### config.mk
export PLATFORM = sky130hd
export DESIGN_NAME = ising_ctrl
export DESIGN_NICKNAME = d
export VERILOG_FILES = /design/src/ising_pkg.sv /design/src/ising_ctrl.sv
export SDC_FILE = /design/constraint.sdc
export NUM_CORES = 1
export LEC_CHECK = 0
export ABC_AREA = 1
export BUFFER_PORTS_ARGS = -buffer_cell sky130_fd_sc_hd__clkbuf_2
export CAP_MARGIN = 20
export CORE_AREA = 4 4 41 43
export CTS_CLUSTER_SIZE = 16
export DETAILED_ROUTE_END_ITERATION = 8
export DIE_AREA = 0 0 45 47
export SETUP_SLACK_MARGIN = 0.1
export SYNTH_ARGS = -nofsm -noshare
export SYNTH_HDL_FRONTEND = slang
export SYNTH_SLANG_ARGS = --single-unit
### constraint.sdc
create_clock -name clk -period 1.4 [get_ports clk]
set_clock_uncertainty 0.1 [all_clocks]
set_input_delay 0.21 -clock clk [delete_from_list [all_inputs] [get_ports clk]]
set_output_delay 0.21 -clock clk [all_outputs]
set_load 0.02 [all_outputs]
### src/ising_pkg.sv
// Shared types and constants for the Ising lattice spin update block.
// Used by the controller, the datapath and the top level; no dependencies.
`timescale 1ns / 1ps
`default_nettype none

package ising_pkg;

  // lattice geometry, side must be a power of two
  localparam int LATTICE_SIDE = 64;
  localparam int SIDE_BITS    = $clog2(LATTICE_SIDE);
  localparam int SITE_COUNT   = LATTICE_SIDE * LATTICE_SIDE;
  localparam int ADDR_W       = 2 * SIDE_BITS;

  // field widths
  localparam int COORD_W     = 6;
  localparam int RAND_W      = 32;
  localparam int THR_W       = 32;
  localparam int MAG_W       = 14;
  localparam int EN_W        = 15;
  localparam int DE_W        = 5;
  localparam int CMD_W       = 2;
  localparam int CFG_INDEX_W = 1;

  // input item packing in tdata
  localparam int X_LSB      = 0;
  localparam int Y_LSB      = X_LSB + COORD_W;
  localparam int RAND_LSB   = Y_LSB + COORD_W;
  localparam int SPIN_BIT   = RAND_LSB + RAND_W;
  localparam int IN_TDATA_W = ((SPIN_BIT + 1 + 7) / 8) * 8;

  // result item packing in tdata
  localparam int ACC_BIT     = 0;
  localparam int SPIN_AFTER  = 1;
  localparam int MAG_LSB     = 2;
  localparam int EN_LSB      = MAG_LSB + MAG_W;
  localparam int OUT_USED_W  = EN_LSB + EN_W;
  localparam int OUT_TDATA_W = ((OUT_USED_W + 7) / 8) * 8;

  // totals for a uniform lattice
  localparam logic signed [MAG_W-1:0] MAG_FULL    = MAG_W'(SITE_COUNT);
  localparam logic signed [EN_W-1:0]  EN_FULL     = EN_W'(-2 * SITE_COUNT);
  localparam logic signed [MAG_W-1:0] MAG_TWO     = MAG_W'(2);
  localparam logic signed [MAG_W-1:0] MAG_TWO_NEG = MAG_W'(-2);

  // energy steps that need a random draw
  localparam logic signed [DE_W-1:0] DE_FOUR  = DE_W'(4);
  localparam logic signed [DE_W-1:0] DE_EIGHT = DE_W'(8);

  typedef enum logic [CMD_W-1:0] {
    CMD_TRIAL = 2'd0,
    CMD_FILL  = 2'd1,
    CMD_LOAD  = 2'd2,
    CMD_NONE  = 2'd3
  } cmd_t;

  typedef enum logic [CFG_INDEX_W-1:0] {
    CFG_THR_FOUR  = 1'b0,
    CFG_THR_EIGHT = 1'b1
  } cfg_reg_t;

  // which pair of sites the two read ports fetch
  typedef enum logic [1:0] {
    RD_INPUT  = 2'd0,
    RD_SECOND = 2'd1,
    RD_THIRD  = 2'd2
  } rd_sel_t;

  typedef struct packed {
    logic    load_item;
    rd_sel_t rd_sel;
    logic    cap_first;
    logic    cap_second;
    logic    eval;
    logic    finish;
    logic    sweep_write;
  } ctrl_cmd_t;

  typedef struct packed {
    logic sweep_last;
    logic out_free;
  } dp_status_t;

endpackage

`default_nettype wire

### src/ising_ctrl.sv
// Sequencing controller for the Ising spin update block.
// Depends on ising_pkg; drives the datapath through ctrl_cmd_t.
`timescale 1ns / 1ps
`default_nettype none

module ising_ctrl (
  input  logic                    clk,
  input  logic                    rst,
  input  logic                    in_valid,
  input  logic [ising_pkg::CMD_W-1:0] in_cmd,
  output logic                    in_ready,
  input  ising_pkg::dp_status_t   status,
  output ising_pkg::ctrl_cmd_t    cmd
);

  import ising_pkg::*;

  typedef enum logic [6:0] {
    ST_CLEAR = 7'b0000001,
    ST_IDLE  = 7'b0000010,
    ST_RD2   = 7'b0000100,
    ST_RD3   = 7'b0001000,
    ST_EVAL  = 7'b0010000,
    ST_FILL  = 7'b0100000,
    ST_DONE  = 7'b1000000
  } state_t;

  state_t state;
  state_t state_next;

  // state register, reset starts the clearing sweep
  always_ff @(posedge clk) begin
    if (rst) begin
      state <= ST_CLEAR;
    end else begin
      state <= state_next;
    end
  end

  // next state and datapath commands
  always_comb begin
    state_next     = state;
    in_ready       = 1'b0;
    cmd            = '0;
    cmd.rd_sel     = RD_INPUT;
    unique case (state)
      ST_CLEAR: begin
        cmd.sweep_write = 1'b1;
        if (status.sweep_last) begin
          state_next = ST_IDLE;
        end
      end
      ST_IDLE: begin
        in_ready = 1'b1;
        if (in_valid) begin
          cmd.load_item = 1'b1;
          if (cmd_t'(in_cmd) == CMD_FILL) begin
            state_next = ST_FILL;
          end else begin
            state_next = ST_RD2;
          end
        end
      end
      ST_RD2: begin
        cmd.rd_sel    = RD_SECOND;
        cmd.cap_first = 1'b1;
        state_next    = ST_RD3;
      end
      ST_RD3: begin
        cmd.rd_sel     = RD_THIRD;
        cmd.cap_second = 1'b1;
        state_next     = ST_EVAL;
      end
      ST_EVAL: begin
        cmd.eval   = 1'b1;
        state_next = ST_DONE;
      end
      ST_FILL: begin
        cmd.sweep_write = 1'b1;
        if (status.sweep_last) begin
          state_next = ST_DONE;
        end
      end
      ST_DONE: begin
        if (status.out_free) begin
          cmd.finish = 1'b1;
          state_next = ST_IDLE;
        end
      end
      default: begin
        state_next = ST_IDLE;
      end
    endcase
  end

endmodule

`default_nettype wire

==> metrics list <==
- Result of the run: finished, violations left
* Failing checks: negative setup slack
- Yosys printed 0 warnings.
- By startpoint and endpoint, the worst setup path is classified as reg2out.
* Total number of vias: 609
* Util after Layout: 0.702
* Gate count after technology mapping: 80
- After filler insertion, the fill cell instance count of the layout stands at 111.
* Most common cell after layout, fill and taps aside: sky130_fd_sc_hd__buf_4
- Counting cells, the worst reg-to-reg path comes to 10.
- The analysis attributes to cell leakage a power of 0.467 nW.
- Final setup slack of the worst path: -0.0903 ns
* Antenna Diode Count: 0
* Die outline height: 47 um
* Syn Area/Cell: 6.27 sq um
- Flip-flop count of the largest register after layout: 7
- Number of port buffers: 15
- Peak VDD IR: 708 uV
- Ys async rst share: 0
- CTS built an H-tree with a depth of 1.
- 1st-iter DRT viols: 6
- In the finished design, the share of the clock period the worst path needs comes to 1.06.
- In this run the tightest slew margin relative to its limit is 0.865.
- Number of distinct standard cells referenced by the synthesized netlist: 16
- Area growth, synth to finish: 82.0%
* Area after detailed placement: 606 sq um
- Top register by number of flip-flops: state
- Boundary Pins: 16
- Worst path bufs/invs: 3
- Counting every sink on the clock net gives 7.
* Most frequent cells in the layout: sky130_fd_sc_hd__buf_4 (13), sky130_fd_sc_hd__nand2_1 (11), sky130_fd_sc_hd__nor2_1 (10)
- The final layout contains 119 nets.
- Final setup fails: 11
* Final GP Congestion: 0.783
* Source of the worst register-to-register timing path: state[1]
* Total number of cells along the worst setup path: 5
* RSZ-0062 raised after global routing: yes
- Share of final-layout standard cells stronger than drive strength 1: 0.667
- The tightest hold path in the finished design has a slack of 0.0612 ns.
- The count of nets left with antenna violations once routing finished came out at 0.
- For this run, the top clock speed supported by timing is 0.671 GHz.
* Maximum fanout along the worst path: 3
* Cell Chain, Critical Path: nor2_4 -> buf_4 -> nand3_2 -> inv_2 -> buf_8
* CTS root buf: sky130_fd_sc_hd__clkbuf_4
- TritonCTS built the clock tree.
- Of the synthesized area, sequential elements account for 0.279.
- Count of maximum capacitance violations: 0
- Grouping stages by cell kind, the critical path spends the most delay in flip-flops.
- Pin count of the biggest net entering global routing: 8
- Count of TritonRoute iterations in the first routing pass: 4
- Top flop regs: state (7)
- Drt total wl: 1410 um
- After routing the design area is 913 sq um.
- For the worst setup path, the data arrival time is 1.18 ns.
* Startpoint of the most critical setup path: state[0]
- Among all stages on the critical path, the largest delay is contributed by sky130_fd_sc_hd__dfxtp_2.
* Number of synthesized flops with an enable pin: 0
- First-pass GRT wire length: 2080 um
* Synthesized cell area: 502 sq um
- Synthesized net count: 87
- The number of global-route vias before repair was 530.
* Final Slew Violations: 0
* TritonCTS Buffers: 3
* Number of antenna violations at the first check in global routing: 0
- The clock passes through at most 2 buffers.
- In the global route stage, overall resource usage came out at 0.138.
- Measured along the x axis, the die boundary spans 45 um.
- Leftover overflow at the end of global routing: 0
- STA classifies the critical path endpoint as an output port.
* Die area: 0.00212 sq mm
* Maximum single-stage delay on the critical path: 0.34 ns
- After legalization and detailed placement, the total HPWL measured 898 um.
- Row Count: 13
- Top flip-flop cell by instance count after synthesis: sky130_fd_sc_hd__dfxtp_1
- PwrDens: 1050 mW/mm^2
- Clock transition at the registers of the reported paths: 0.05 ns
- After detailed routing, the number of vias per cell comes to 4.83.
* Flip-flop and latch area: 161 sq um
* Number of synthesized register bits: 7
- Hold Path Depth: 2
- Worst setup slack after placement: 0.0262 ns
* Wirelength per Cell: 11.2 um
* Startpoint kind of the worst setup timing path: register
- At the later pin of the worst-skew pair, clock insertion delay measures 0.25 ns.
* Placeable core region: 0.00130 sq mm
- Required arrival time at the worst endpoint: 1.09 ns
* Actual transition at the worst max-transition pin: 0.202 ns
* Area taken by multi-input logic gates: 397 sq um
- The startpoint identified for the worst hold timing path is rst.
* Worst hold path class: in2reg
- Final hold viol count: 0
- Effective utilization at floorplan: 0.386
- In the routed design, unresolved DRC markers number 0.
* Total power of the final layout: 0.000955 W
- Final min period: 1.49 ns
synthesized netlist by cell type (2+ instances only):
master	n	area share
sky130_fd_sc_hd__dfxtp_1	7	0.28
sky130_fd_sc_hd__inv_1	11	0.082
sky130_fd_sc_hd__inv_2	3	0.022
sky130_fd_sc_hd__nand2_1	14	0.10
sky130_fd_sc_hd__nand2_2	6	0.075
sky130_fd_sc_hd__nand3_1	6	0.060
sky130_fd_sc_hd__nor2_1	16	0.12
sky130_fd_sc_hd__nor2_2	7	0.087
sky130_fd_sc_hd__nor2_4	2	0.045
sky130_fd_sc_hd__nor3_1	2	0.020
kinds of logic (layout without fill, tap and decap cells):
logic type,count (synthesis),in the layout,synth area share
flip-flops,7,7,0.279
AO/OA/AOI/OAI,1,1,0.00997
buffers and inverters,15,46,0.120
AND/OR/NAND/NOR,57,57,0.591
path summary, 6_finish.rpt:
path | end | slack (ns)
worst min-delay path | state[3] | 0.06
worst max register to register | state[6] | -0.01
worst min register to register | state[5] | 0.44
worst max-delay path | cmd[3] | -0.09
routing by layer:
layer / part of all wire / global-route usage
met1: 0.40 / 0.151
met2: 0.52 / 0.229
met3: 0.063 / 0.0460
met4: 0.021 / 0.0877
met5: 0 / 0
layout make-up:
| class | count | share of cell area |
|---|---|---|
| sequential | 7 | 0.177 |
| multi-input combinational | 58 | 0.434 |
| tap | 15 | 0.0205 |
| clock buffer | 4 | 0.0288 |
| inverter | 14 | 0.0712 |
| timing repair buffer | 28 | 0.268 |
metrics by stage:
step | cells | setup TNS, ns
6_report | 126 | -0.638
3_5_place_dp | 109 | 0
2_1_floorplan | 80 | 0
4_1_cts | 122 | -0.687
5_1_grt | 126 | -1.52
3_3_place_gp | 109 | 0
power breakdown:
part	total (W)	leakage, nW	switching, W	internal, W
clock	0.000181	0.0150	0.0000720	0.000109
sequential	0.000270	0.0614	0.0000401	0.000230
combinational	0.000504	0.390	0.000280	0.000223
timing repair:
item | in CTS | in global routing
setup buffers | 9 | 4
endpoints found under the hold margin | 0 | 0
pin swaps | 13 | 13
hold buffers | 0 | 0
setup endpoints to repair | 13 | 13
gates resized for setup | 37 | 25
Power figures use the tool's default switching activity.
