## src/ising_pkg.sv

```systemverilog
// Shared types and constants for the Ising lattice spin update block.
// Used by the controller, the datapath and the top level; no dependencies.
`timescale 1ns / 1ps
`default_nettype none

package ising_pkg;

  // lattice geometry, side must be a power of two
  localparam int LATTICE_SIDE = 64;
  localparam int SIDE_BITS    = $clog2(LATTICE_SIDE);
  localparam int SITE_COUNT   = LATTICE_SIDE * LATTICE_SIDE;
  localparam int ADDR_W       = 2 * SIDE_BITS;

  // field widths
  localparam int COORD_W     = 6;
  localparam int RAND_W      = 32;
  localparam int THR_W       = 32;
  localparam int MAG_W       = 14;
  localparam int EN_W        = 15;
  localparam int DE_W        = 5;
  localparam int CMD_W       = 2;
  localparam int CFG_INDEX_W = 1;

  // input item packing in tdata
  localparam int X_LSB      = 0;
  localparam int Y_LSB      = X_LSB + COORD_W;
  localparam int RAND_LSB   = Y_LSB + COORD_W;
  localparam int SPIN_BIT   = RAND_LSB + RAND_W;
  localparam int IN_TDATA_W = ((SPIN_BIT + 1 + 7) / 8) * 8;

  // result item packing in tdata
  localparam int ACC_BIT     = 0;
  localparam int SPIN_AFTER  = 1;
  localparam int MAG_LSB     = 2;
  localparam int EN_LSB      = MAG_LSB + MAG_W;
  localparam int OUT_USED_W  = EN_LSB + EN_W;
  localparam int OUT_TDATA_W = ((OUT_USED_W + 7) / 8) * 8;

  // totals for a uniform lattice
  localparam logic signed [MAG_W-1:0] MAG_FULL    = MAG_W'(SITE_COUNT);
  localparam logic signed [EN_W-1:0]  EN_FULL     = EN_W'(-2 * SITE_COUNT);
  localparam logic signed [MAG_W-1:0] MAG_TWO     = MAG_W'(2);
  localparam logic signed [MAG_W-1:0] MAG_TWO_NEG = MAG_W'(-2);

  // energy steps that need a random draw
  localparam logic signed [DE_W-1:0] DE_FOUR  = DE_W'(4);
  localparam logic signed [DE_W-1:0] DE_EIGHT = DE_W'(8);

  typedef enum logic [CMD_W-1:0] {
    CMD_TRIAL = 2'd0,
    CMD_FILL  = 2'd1,
    CMD_LOAD  = 2'd2,
    CMD_NONE  = 2'd3
  } cmd_t;

  typedef enum logic [CFG_INDEX_W-1:0] {
    CFG_THR_FOUR  = 1'b0,
    CFG_THR_EIGHT = 1'b1
  } cfg_reg_t;

  // which pair of sites the two read ports fetch
  typedef enum logic [1:0] {
    RD_INPUT  = 2'd0,
    RD_SECOND = 2'd1,
    RD_THIRD  = 2'd2
  } rd_sel_t;

  typedef struct packed {
    logic    load_item;
    rd_sel_t rd_sel;
    logic    cap_first;
    logic    cap_second;
    logic    eval;
    logic    finish;
    logic    sweep_write;
  } ctrl_cmd_t;

  typedef struct packed {
    logic sweep_last;
    logic out_free;
  } dp_status_t;

endpackage

`default_nettype wire

```

## src/ising_dp.sv

```systemverilog
// Datapath of the Ising spin update block: item registers, neighbour
// capture, acceptance test, totals and result register. Depends on ising_pkg.
`timescale 1ns / 1ps
`default_nettype none

module ising_dp (
  input  logic                                 clk,
  input  logic                                 rst,
  input  ising_pkg::ctrl_cmd_t                 cmd,
  output ising_pkg::dp_status_t                status,
  input  logic [ising_pkg::IN_TDATA_W-1:0]     in_data,
  input  logic [ising_pkg::CMD_W-1:0]          in_cmd,
  input  logic                                 cfg_valid,
  input  logic [ising_pkg::CFG_INDEX_W-1:0]    cfg_index,
  input  logic [ising_pkg::THR_W-1:0]          cfg_data,
  input  logic                                 out_ready,
  output logic                                 out_valid,
  output logic [ising_pkg::OUT_TDATA_W-1:0]    out_data,
  output logic [ising_pkg::ADDR_W-1:0]         rd_addr_a,
  output logic [ising_pkg::ADDR_W-1:0]         rd_addr_b,
  input  logic                                 rd_data_a,
  input  logic                                 rd_data_b,
  output logic                                 wr_en,
  output logic [ising_pkg::ADDR_W-1:0]         wr_addr,
  output logic                                 wr_data
);

  import ising_pkg::*;

  logic [SIDE_BITS-1:0]       x_in;
  logic [SIDE_BITS-1:0]       y_in;
  logic [SIDE_BITS-1:0]       x_in_p;
  logic [SIDE_BITS-1:0]       x;
  logic [SIDE_BITS-1:0]       y;
  logic [SIDE_BITS-1:0]       x_p;
  logic [SIDE_BITS-1:0]       x_m;
  logic [SIDE_BITS-1:0]       y_p;
  logic [SIDE_BITS-1:0]       y_m;
  logic [RAND_W-1:0]          rnd;
  logic                       want;
  cmd_t                       item_cmd;
  logic                       sweep_val;
  logic [ADDR_W-1:0]          sweep_cnt;
  logic [THR_W-1:0]           thr_four;
  logic [THR_W-1:0]           thr_eight;
  logic                       spin_c;
  logic                       nb0;
  logic                       nb1;
  logic                       nb2;
  logic [2:0]                 nb_count;
  logic signed [DE_W:0]       de_wide;
  logic signed [DE_W-1:0]     de_up;
  logic signed [DE_W-1:0]     de;
  logic                       ok;
  logic                       flip_n;
  logic                       acc_n;
  logic                       flip;
  logic                       acc;
  logic signed [DE_W-1:0]     de_r;
  logic signed [MAG_W-1:0]    mag_total;
  logic signed [EN_W-1:0]     en_total;
  logic signed [MAG_W-1:0]    mag_next;
  logic signed [EN_W-1:0]     en_next;
  logic                       spin_after_next;
  logic                       out_acc;
  logic                       out_spin;
  logic signed [MAG_W-1:0]    out_mag;
  logic signed [EN_W-1:0]     out_en;

  // site fields reduced to the lattice side
  assign x_in   = in_data[X_LSB +: SIDE_BITS];
  assign y_in   = in_data[Y_LSB +: SIDE_BITS];
  assign x_in_p = x_in + 1'b1;
  assign x_p    = x + 1'b1;
  assign x_m    = x - 1'b1;
  assign y_p    = y + 1'b1;
  assign y_m    = y - 1'b1;

  // item registers
  always_ff @(posedge clk) begin
    if (cmd.load_item) begin
      x        <= x_in;
      y        <= y_in;
      rnd      <= in_data[RAND_LSB +: RAND_W];
      want     <= in_data[SPIN_BIT];
      item_cmd <= cmd_t'(in_cmd);
    end
  end

  // sweep value: all up after reset, the item's spin for a fill
  always_ff @(posedge clk) begin
    if (rst) begin
      sweep_val <= 1'b1;
      sweep_cnt <= '0;
    end else begin
      if (cmd.load_item) begin
        sweep_val <= in_data[SPIN_BIT];
      end
      if (cmd.sweep_write) begin
        sweep_cnt <= sweep_cnt + 1'b1;
      end
    end
  end

  // threshold registers
  always_ff @(posedge clk) begin
    if (rst) begin
      thr_four  <= '0;
      thr_eight <= '0;
    end else if (cfg_valid) begin
      unique case (cfg_reg_t'(cfg_index))
        CFG_THR_FOUR:  thr_four  <= cfg_data;
        CFG_THR_EIGHT: thr_eight <= cfg_data;
        default: ;
      endcase
    end
  end

  // read address pairs: centre and right, left and down, up
  always_comb begin
    case (cmd.rd_sel)
      RD_INPUT: begin
        rd_addr_a = {y_in, x_in};
        rd_addr_b = {y_in, x_in_p};
      end
      RD_SECOND: begin
        rd_addr_a = {y, x_m};
        rd_addr_b = {y_p, x};
      end
      RD_THIRD: begin
        rd_addr_a = {y_m, x};
        rd_addr_b = {y_m, x};
      end
      default: begin
        rd_addr_a = {y, x};
        rd_addr_b = {y, x};
      end
    endcase
  end

  // neighbour capture
  always_ff @(posedge clk) begin
    if (cmd.cap_first) begin
      spin_c <= rd_data_a;
      nb0    <= rd_data_b;
    end
    if (cmd.cap_second) begin
      nb1 <= rd_data_a;
      nb2 <= rd_data_b;
    end
  end

  // energy change: the last neighbour arrives straight from the read port
  always_comb begin
    nb_count = {2'b00, nb0} + {2'b00, nb1} + {2'b00, nb2} + {2'b00, rd_data_a};
    de_wide  = $signed({1'b0, nb_count, 2'b00}) - $signed(6'd8);
    de_up    = de_wide[DE_W-1:0];
    de       = spin_c ? de_up : -de_up;
    ok       = de[DE_W-1] || (de == '0)
            || ((de == DE_FOUR) && (rnd < thr_four))
            || ((de == DE_EIGHT) && (rnd < thr_eight));
  end

  // per command decision, a load that changes the spin acts as a flip
  always_comb begin
    unique case (item_cmd)
      CMD_TRIAL: begin
        flip_n = ok;
        acc_n  = ok;
      end
      CMD_LOAD: begin
        flip_n = (want != spin_c);
        acc_n  = 1'b1;
      end
      CMD_FILL: begin
        flip_n = 1'b0;
        acc_n  = 1'b1;
      end
      CMD_NONE: begin
        flip_n = 1'b0;
        acc_n  = 1'b0;
      end
      default: begin
        flip_n = 1'b0;
        acc_n  = 1'b0;
      end
    endcase
  end

  always_ff @(posedge clk) begin
    if (cmd.eval) begin
      flip <= flip_n;
      acc  <= acc_n;
      de_r <= de;
    end
  end

  // totals and spin after the item
  always_comb begin
    mag_next        = mag_total;
    en_next         = en_total;
    spin_after_next = flip ? ~spin_c : spin_c;
    if (item_cmd == CMD_FILL) begin
      mag_next        = want ? MAG_FULL : -MAG_FULL;
      en_next         = EN_FULL;
      spin_after_next = want;
    end else if (flip) begin
      mag_next = mag_total + (spin_c ? MAG_TWO_NEG : MAG_TWO);
      en_next  = en_total + EN_W'(de_r);
    end
  end

  always_ff @(posedge clk) begin
    if (rst) begin
      mag_total <= MAG_FULL;
      en_total  <= EN_FULL;
    end else if (cmd.finish) begin
      mag_total <= mag_next;
      en_total  <= en_next;
    end
  end

  // lattice write: sweep or the flipped spin
  always_comb begin
    wr_en   = cmd.sweep_write || (cmd.finish && flip && (item_cmd != CMD_FILL));
    wr_addr = cmd.sweep_write ? sweep_cnt : {y, x};
    wr_data = cmd.sweep_write ? sweep_val : ~spin_c;
  end

  // result register
  always_ff @(posedge clk) begin
    if (rst) begin
      out_valid <= 1'b0;
    end else if (cmd.finish) begin
      out_valid <= 1'b1;
    end else if (out_ready) begin
      out_valid <= 1'b0;
    end
  end

  always_ff @(posedge clk) begin
    if (cmd.finish) begin
      out_acc  <= (item_cmd == CMD_FILL) ? 1'b1 : acc;
      out_spin <= spin_after_next;
      out_mag  <= mag_next;
      out_en   <= en_next;
    end
  end

  always_comb begin
    out_data               = '0;
    out_data[ACC_BIT]      = out_acc;
    out_data[SPIN_AFTER]   = out_spin;
    out_data[MAG_LSB +: MAG_W] = out_mag;
    out_data[EN_LSB +: EN_W]   = out_en;
  end

  // status to the controller
  assign status.sweep_last = &sweep_cnt;
  assign status.out_free   = !out_valid || out_ready;

endmodule

`default_nettype wire

```

## config.mk

```make
export PLATFORM = sky130hd
export DESIGN_NAME = ising_dp
export DESIGN_NICKNAME = d
export VERILOG_FILES = /design/src/ising_pkg.sv /design/src/ising_dp.sv
export SDC_FILE = /design/constraint.sdc
export NUM_CORES = 1
export LEC_CHECK = 0
export BUFFER_PORTS_ARGS = -buffer_cell sky130_fd_sc_hd__buf_2
export CAP_MARGIN = 0
export CORE_ASPECT_RATIO = 1.4
export CORE_MARGIN = 4
export CORE_UTILIZATION = 45
export CTS_CLUSTER_SIZE = 25
export DETAILED_ROUTE_END_ITERATION = 10
export PLACE_DENSITY = 0.7
export SETUP_SLACK_MARGIN = 0.05
export SKIP_CTS_REPAIR_TIMING = 1
export SLEW_MARGIN = 20
export SYNTH_ARGS = -nofsm -noshare
export SYNTH_HDL_FRONTEND = slang
export SYNTH_SLANG_ARGS = --single-unit
export TNS_END_PERCENT = 100
```

## constraint.sdc

```tcl
create_clock -name clk -period 2.7 [get_ports clk]
set_input_delay 0.135 -clock clk [delete_from_list [all_inputs] [get_ports clk]]
set_output_delay 0.135 -clock clk [all_outputs]
set_load 0.005 [all_outputs]
```

==> flow_summary.toml <==
[clock_tree]
clk_pin_slew_worst_paths_ps = 70
htreeDepth = 4
clock_sinks = 194
clock_path_buffers = 2
cts_tree = "built"
cts_root_buf = "clkbuf_16"
clk_latency_ps = 430
numCtsBuffers = 17

[placed_design]
dp_hpwl_mm = 19.3
place_inst = 1597
place_congestion = 0.899
port_buffers = 165
post-place-ws_ps = -122

[logic_synthesis]
yosysSeqAreaShare = 0.451
synthCells = 1155
ys_seq_elements = 194
synth.cell_area_mm2 = 0.0105
yosys.area.top_type_share = 0.248
avgSynthCellArea_um2 = 9.13
ys_warn_count = 0
synthTopCellsByArea = "edfxtp_1, dfxtp_1, ha_1, nand2_1, a21oi_1"
syn_nets = 1351
synth_cell_types = 68
synth_edf_count = 87
yosysTopAreaCell = "edfxtp_1"
synth_ff_type = "dfxtp_1"
ys_async_sr_fraction = 0

[hold_path]
hp-start = "cmd[1]"
hold_path.class = "input port to flop"
min_path_cells = 1
min_to = "out_mag[1]"

[worst_setup_path]
worstReg2RegStart = "nb0"
max_stage_delay_ps = 510
crit_path_top_delay_cell = "fa_1"
worst_r2r_endpoint = "flip"
crit_fanout = 3
cp.required_ps = 3000
r2r_cells = 9
crit_chain = "fa_1, ha_4, fa_1, mux2_4, nor3_2, nand3_1, a211o_1, o311a_1, nor2_1"
critPathArrivalTime_ps = 3090
crit_type = "flop to flop"
ff2ff_setup_slack_ps = -90
cp_common_cell = "fa_1"
critical_path.startpoint_type = "flop"
end_kind = "flop"

[timing]
timing.setup.tns_ps = -174
worstMarginPinSlew_ps = 703
rsz0062_at_grt = "yes"
fin_crit_ps = 2790
hold_violations = 0
final-setup-viol-count = 2
period_share = 1.03
skew_ps = 9.77
worst_slew_margin_rel = 0.531
fmax_mhz = 359
maxSlewViolCount = 0
setup_slack_ps = -88.3
holdWs_ps = 106

[global_routing]
grt_usage = 0.203
antenna_found_initial = 1
grt_pass1_vias = 8679
grt_pass1_wl_mm = 41.8
grt_max_degree = 44
gr-total-overflow = 0

[die]
die_h_um = 189
die_area_mm2 = 0.0260
die_width_um = 137
core.rowCount = 66
start_util = 0.456
pin_count = 170
coreArea_mm2 = 0.0231

[power_and_ir_drop]
ir_drop_v = 0.000489
p_leak_nw = 5.48
power_w = 0.00768
p_per_area_mw_per_mm2 = 577

[routing]
routed_via_density = 5.28
wire_per_inst_um = 15.7
vias = 9067
antenna_left = 0
drc = 0
detail_route.first_pass.iterations = 5
wl_mm = 27.0
drt_iter0_markers = 441

[finish]
fin_cells = 1716
final_cell_mix = "nand2_1, buf_2, a21oi_1"
drive_gt1_frac = 0.181
nets = 1593
final_common_cell = "nand2_1"
fill_cells = 2044
syn2layout_area_growth_pct = 26.3

[outcome]
outcome = "finished, violations left"
failed_checks = "negative setup slack"

[flow_run]
maxCapViolations = 0
logic make-up (layout without fill, tap and decap cells):
group / count (synthesis) / after routing / share of synthesized area
buffers and inverters: 148 / 402 / 0.0541
other: 1 / 2 / 0.000356
adder cells (fa/ha/maj): 99 / 99 / 0.120
XOR/XNOR: 36 / 36 / 0.0299
AND/OR/NAND/NOR: 373 / 373 / 0.157
multiplexers: 22 / 22 / 0.0217
flip-flops: 194 / 194 / 0.451
AO/OA/AOI/OAI: 282 / 282 / 0.166
power by group:
part / internal (W) / switching (W)
Combinational: 0.000743 / 0.000843
Clock: 0.00155 / 0.00111
Sequential: 0.00330 / 0.000130
Total: 0.00559 / 0.00209
Yosys cell counts (all sizes together), types with 9 or more instances:
library cell / number
clkbuf: 44
nor2b: 14
a22oi: 10
dfxtp: 107
and2: 9
nand4: 9
nor2: 77
xnor2: 17
buf: 10
a21oi: 130
edfxtp: 87
a21o: 17
nand3: 23
nand2: 179
xor2: 19
o21ai: 52
ha: 95
nor3: 23
inv: 93
a211oi: 9
mux2i: 15
o21a: 13
state kept, by name, indices dropped and copies added, names as in the netlist, 2 cells and up:
register / cells
item_cmd: 2
sweep_cnt: 12
out_mag: 14
out_en: 15
de_r: 3
thr_eight: 32
rnd: 32
mag_total: 14
en_total: 15
thr_four: 32
x: 6
y: 6
worst max path at each step:
stage                     endpoint  from  slack (ps)
final                         flip   nb0         -90
after global routing          flip   nb0        -160
after CTS                      acc   nb0        -150
after detailed placement      flip   nb0        -120
after global placement         acc   nb0         -40
after floorplan                acc   nb0          40
metal layers:
metal  routed length, µm  up-vias  global-route usage
met2               14300      274               0.368
li1                    -     4512                   -
met4                 610        0              0.0737
met3                1480       47              0.0516
met1               10500     4234               0.226
met5                   0        -                   0
cell type report:
class,count,area [µm²],share of cell area
clock inverter,13,184,0.0138
inverter,94,353,0.0265
antenna,1,2.50,0.000188
multi-input combinational,813,5300,0.398
sequential,194,4760,0.357
timing repair buffer,277,1910,0.143
clock buffer,18,429,0.0322
tap,306,383,0.0287
worst max-delay path, delay by kind of cell (launching register included):
kind | cells | cell delay (ps)
compound gates | 2 | 380
mux | 1 | 300
fa+ha+maj | 3 | 1240
simple gates | 3 | 350
flops | 1 | 390
metrics by stage:
step                       util  instance area, µm²
after global routing      0.576               13300
after floorplan               -               10600
after global placement    0.509               11800
after detailed placement  0.509               11800
final                     0.576               13300
after CTS                 0.536               12400
(Power assumes the default switching activity.)
